### src/hw/rtl/bsfc_pkg.sv
`timescale 1ns / 1ps
`default_nettype none
package bsfc_pkg;

    typedef enum logic [3:0] {
        ST_IDLE,
        ST_DIST,
        ST_DCMP,
        ST_RAD,
        ST_SQRT,
        ST_XFORM,
        ST_VSAT,
        ST_DKEY,
        ST_R2,
        ST_EDGE,
        ST_TEST,
        ST_OUT
    } state_t;

    localparam logic [2:0] CAUSE_NONE   = 3'd0;
    localparam logic [2:0] CAUSE_DIST   = 3'd1;
    localparam logic [2:0] CAUSE_LEFT   = 3'd2;
    localparam logic [2:0] CAUSE_RIGHT  = 3'd3;
    localparam logic [2:0] CAUSE_TOP    = 3'd4;
    localparam logic [2:0] CAUSE_BOTTOM = 3'd5;

    localparam logic [31:0] ROOT2_Q30 = 32'd1518500250;
    localparam logic [31:0] TAN_RESET = 32'd26145;

    localparam logic       OP_LOAD = 1'b0;
    localparam logic       OP_MESH = 1'b1;

    localparam logic [0:0] REG_TAN  = 1'b0;
    localparam logic [0:0] REG_DIST = 1'b1;

    // controller -> datapath commands
    typedef struct packed {
        logic       capture;
        logic       step_clr;
        logic       step_inc;
        state_t     phase;
        logic       out_set;
        logic       dist_rej;
    } cmd_t;

    // datapath -> controller status
    typedef struct packed {
        logic       dist_over;
        logic       step_last;
        logic       sqrt_done;
    } stat_t;

endpackage
`default_nettype wire

### src/hw/rtl/bsfc_ctrl.sv
`timescale 1ns / 1ps
`default_nettype none
module bsfc_ctrl (
    input  wire logic           clk,
    input  wire logic           rst_n,
    input  wire logic           in_valid,
    input  wire logic           op,
    output logic                in_ready,
    input  wire logic           out_valid,
    input  wire logic           out_ready,
    input  wire logic [63:0]    dist_reject_sq,
    input  wire bsfc_pkg::stat_t stat,
    output bsfc_pkg::cmd_t      cmd
);

    bsfc_pkg::state_t state_reg, state_next;

    always_ff @(posedge clk or negedge rst_n)
    begin
        if (!rst_n)
            state_reg <= bsfc_pkg::ST_IDLE;
        else
            state_reg <= state_next;
    end

    always_comb
    begin
        state_next = state_reg;
        case (state_reg)
            bsfc_pkg::ST_IDLE:
                if (in_valid && in_ready && op == bsfc_pkg::OP_MESH)
                    state_next = (dist_reject_sq != 64'd0) ? bsfc_pkg::ST_DIST
                                                          : bsfc_pkg::ST_RAD;
            bsfc_pkg::ST_DIST:
                if (stat.step_last) state_next = bsfc_pkg::ST_DCMP;
            bsfc_pkg::ST_DCMP:
                state_next = stat.dist_over ? bsfc_pkg::ST_OUT : bsfc_pkg::ST_RAD;
            bsfc_pkg::ST_RAD:
                if (stat.step_last) state_next = bsfc_pkg::ST_SQRT;
            bsfc_pkg::ST_SQRT:
                if (stat.sqrt_done) state_next = bsfc_pkg::ST_XFORM;
            bsfc_pkg::ST_XFORM:
                if (stat.step_last) state_next = bsfc_pkg::ST_VSAT;
            bsfc_pkg::ST_VSAT:
                if (stat.step_last) state_next = bsfc_pkg::ST_DKEY;
            bsfc_pkg::ST_DKEY:
                if (stat.step_last) state_next = bsfc_pkg::ST_R2;
            bsfc_pkg::ST_R2:
                state_next = bsfc_pkg::ST_EDGE;
            bsfc_pkg::ST_EDGE:
                state_next = bsfc_pkg::ST_TEST;
            bsfc_pkg::ST_TEST:
                state_next = bsfc_pkg::ST_OUT;
            bsfc_pkg::ST_OUT:
                if (!out_valid || out_ready) state_next = bsfc_pkg::ST_IDLE;
            default:
                state_next = bsfc_pkg::ST_IDLE;
        endcase
    end

    always_comb
    begin
        cmd = '0;
        cmd.phase = state_reg;
        in_ready = 1'b0;
        case (state_reg)
            bsfc_pkg::ST_IDLE:
            begin
                in_ready = 1'b1;
                cmd.capture = in_valid;
                cmd.step_clr = 1'b1;
            end
            bsfc_pkg::ST_DIST, bsfc_pkg::ST_RAD, bsfc_pkg::ST_XFORM,
            bsfc_pkg::ST_VSAT, bsfc_pkg::ST_DKEY:
            begin
                cmd.step_inc = !stat.step_last;
                cmd.step_clr = stat.step_last;
            end
            bsfc_pkg::ST_DCMP:
                cmd.dist_rej = stat.dist_over;
            bsfc_pkg::ST_OUT:
                cmd.out_set = !out_valid || out_ready;
            default:
                cmd.step_clr = 1'b0;
        endcase
    end

    assert property (@(posedge clk) disable iff (!rst_n)
        (state_reg != bsfc_pkg::ST_IDLE) |-> !in_ready)
        else $error("ready outside idle");
    assert property (@(posedge clk) disable iff (!rst_n)
        cmd.out_set |=> out_valid)
        else $error("result not presented");
    assert property (@(posedge clk) disable iff (!rst_n)
        (state_reg == bsfc_pkg::ST_DCMP && stat.dist_over) |=>
        (state_reg == bsfc_pkg::ST_OUT))
        else $error("distance reject lost");

endmodule
`default_nettype wire

### config.mk
export PLATFORM = sky130hd
export DESIGN_NAME = bsfc_ctrl
export DESIGN_NICKNAME = d
export VERILOG_FILES = /design/src/hw/rtl/bsfc_pkg.sv /design/src/hw/rtl/bsfc_ctrl.sv
export SDC_FILE = /design/constraint.sdc
export NUM_CORES = 1
export LEC_CHECK = 0
export ABC_AREA = 1
export ABC_CLOCK_PERIOD_IN_PS = 1800
export BUFFER_PORTS_ARGS = -buffer_cell sky130_fd_sc_hd__buf_2
export CAP_MARGIN = 5
export CORE_MARGIN = 2
export CORE_UTILIZATION = 30
export DETAILED_ROUTE_END_ITERATION = 6
export PLACE_DENSITY_LB_ADDON = 0.1
export SYNTH_ARGS = -nofsm -noshare
export SYNTH_HDL_FRONTEND = slang
export SYNTH_SLANG_ARGS = --single-unit
### constraint.sdc
create_clock -name clk -period 1.8 [get_ports clk]
set_input_delay 0.45 -clock clk [delete_from_list [all_inputs] [get_ports clk]]
set_output_delay 0.45 -clock clk [all_outputs]
set_load 0.03 [all_outputs]
==> flow_summary.yaml <==
sta:
  fmax_mhz: 570
  period_minus_slack_ps: 1750
  final-max-slew-violation-count: 0
  fin_tns_setup_ps: 0
  skew_ps: 1.15
  hold_viol_final: 0
  period_share: 0.975
  worst_pin_slew_ps: 286
  setup_viol: 0
  rsz0062_at_grt: "true"
  slew_headroom: 0.808
  hold_ws_ps: 16.5
  setup_slack_ps: 45.6
layout:
  drive_above_1_share: 0.522
  final_util: 0.588
  n_antenna_cell: 0
  area_growth_pct: 89.3
  final.fill_count: 196
  final_cell_mix: "buf_2, nor2_1, nand2_1, inv_2, buf_4"
  nets: 280
  layout_commonest_cell: "buf_2"
  stdcell_count: 232
  largest_reg_flops: 4
place:
  placed_cells: 227
  port_buffers: 82
  dpl.hpwl_mm: 1.83
  routabilityCongestion: 0.931
  pre_cts_ws_ps: 256
grt:
  antenna_found_initial: 0
  grt_use_total: 0.171
  grt_max_degree: 6
  grt_overflow: 0
  grt_pass1_vias: 934
  grt_first_pass_wirelength_mm: 3.39
clocking:
  clkLatencyLatePin_ps: 230
  cts_tree: "built"
  htreeDepth: 1
  cts.sinks: 4
  clk_pin_slew_worst_paths_ps: 40
  cts_buffer_depth: 2
  cts_buffers: 3
  cts-root-buf: "clkbuf_4"
synth:
  ys_seq_elements: 4
  yosys_warnings: 0
  synth_area_um2: 597
  netlist_instances: 118
  yosysSeqAreaShare: 0.168
  synthTopCellsByArea: "nor2_1, nand2_1, dfrtp_1"
  yosysTopAreaCell: "nor2_1"
  yosys.area.top_type_share: 0.296
  synth_cell_types: 18
  synth_area_per_cell_um2: 5.06
  synth_nets: 191
floorplanning:
  die_area_um2: 2360
  initial_core_util: 0.311
  die_h_um: 48.6
  io-pin-count: 83
  coreArea_um2: 1920
  die_width_um: 48.6
  rows: 16
power:
  net-switching-power_uw: 693
  p_leak_nw: 0.647
  pwr-share-comb: 0.777
  clockPowerShare: 0.084
  sw_frac_of_total: 0.549
  cellPowerDensity_nw_per_um2: 1120
  ir_drop_v: 0.000781
  internal_power_uw: 570
  p_seq_frac: 0.139
detailed_routing:
  vias_per_cell: 4.41
  antenna_left: 0
  wl_per_cell_um: 8.99
  first_pass_iters: 4
  vias: 1023
  first_iter_violations: 10
  routed_wl_mm: 2.09
  drc_errors: 0
worst_setup_path:
  worst-path-max-fanout: 4
  arrival_ps: 1300
  cp.required_ps: 1350
  crit_chain: "buf_4, nor2_2, nand2_1, a21oi_2, clkbuf_4"
  r2r_end: "state_reg[1]$_DFFE_PN0P_"
  rr_worst_depth: 8
  reg2reg_from: "state_reg[1]$_DFFE_PN0P_"
  crit_type: "reg -> out"
  slowest_stage: "dfrtp_1"
  start_kind: "flop"
  rrSetupSlack_ps: 360
  critPathMaxStageDelay_ps: 390
  crit_path_end_kind: "output port"
job:
  maxCapViolCount: 0
hold_path:
  worstHoldPathType: "in -> async"
run_status:
  outcome: "completed"
-- through the flow --
stage	cell area [µm²]	total power [mW]
after floorplan	607	0.797
after global placement	1050	1.04
after detailed placement	1050	1.05
after CTS	1070	1.16
after global routing	1130	1.37
final	1130	1.26
-- synth_stat cells --
cell and instances:
nor2_1 47, nand2_1 32, inv_1 6, inv_2 5, nand3_1 5, dfrtp_1 4, a21oi_1 3, nand4_1 3
nor2_2 3, o21ai_1 2, a211oi_1 1, nand2_2 1, nand2_4 1, nor3_1 1, nor3_4 1, o2111a_1 1
o21ai_0 1, o21ai_2 1
-- what timing repair did --
item                                    in CTS  in global routing
hold buffers                                 0                  0
resized for setup                            0                 18
endpoints found under the setup margin       0                  5
setup buffers                                0                  2
-- kinds of logic after synthesis --
kind of cell | count (synthesis) | synth area share
AOI/OAI and AO/OA | 9 | 0.0964
DFF | 4 | 0.168
buffers and inverters | 11 | 0.0692
and+or+nand+nor | 94 | 0.667
-- final cells by class --
class,count,area (µm²),share of cell area
repair buffers,84,442,0.391
multi-input cells,103,490,0.434
well taps,27,33.8,0.0299
flip-flops and latches,4,100,0.0886
clock buffers,3,22.5,0.0199
inverters,11,41.3,0.0365
-- power groups by stage --
stage          logic, mW  clock network (mW)  registers, mW
2_1_floorplan      0.546                   0          0.250
3_3_place_gp       0.871                   0          0.173
3_5_place_dp       0.871                   0          0.178
4_1_cts            0.873               0.112          0.178
5_1_grt             1.07               0.117          0.181
6_report           0.983               0.106          0.175
-- worst max-delay path by stage --
| stage | to | cells after the start | slack [ps] | from |
|---|---|---|---|---|
| 5_1_grt | cmd[0] | 5 | -30 | state_reg[1]$_DFFE_PN0P_ |
| 4_1_cts | cmd[8] | 6 | 6 | state_reg[2]$_DFFE_PN0P_ |
| 2_1_floorplan | cmd[8] | 5 | -100 | state_reg[0]$_DFFE_PN0P_ |
| 6_report | cmd[1] | 5 | 50 | state_reg[2]$_DFFE_PN0P_ |
| 3_5_place_dp | cmd[8] | 6 | 260 | state_reg[2]$_DFFE_PN0P_ |
| 3_3_place_gp | cmd[8] | 6 | 290 | state_reg[2]$_DFFE_PN0P_ |
-- critical path: cells and delay by family, from the launching register on --
kind	cells	cell delay [ps]
compound gates	1	100
simple gates	2	240
buf+inv	2	350
flops	1	390
-- metal layers --
layer  up-vias  part of all wire  GRT usage
met5         -                 0          0
met4         0                 0     0.0476
met3         0             0.094     0.0340
met2        46              0.52      0.324
met1       429              0.39      0.190
li1        548                 -          -
Power figures use the tool's default switching activity.
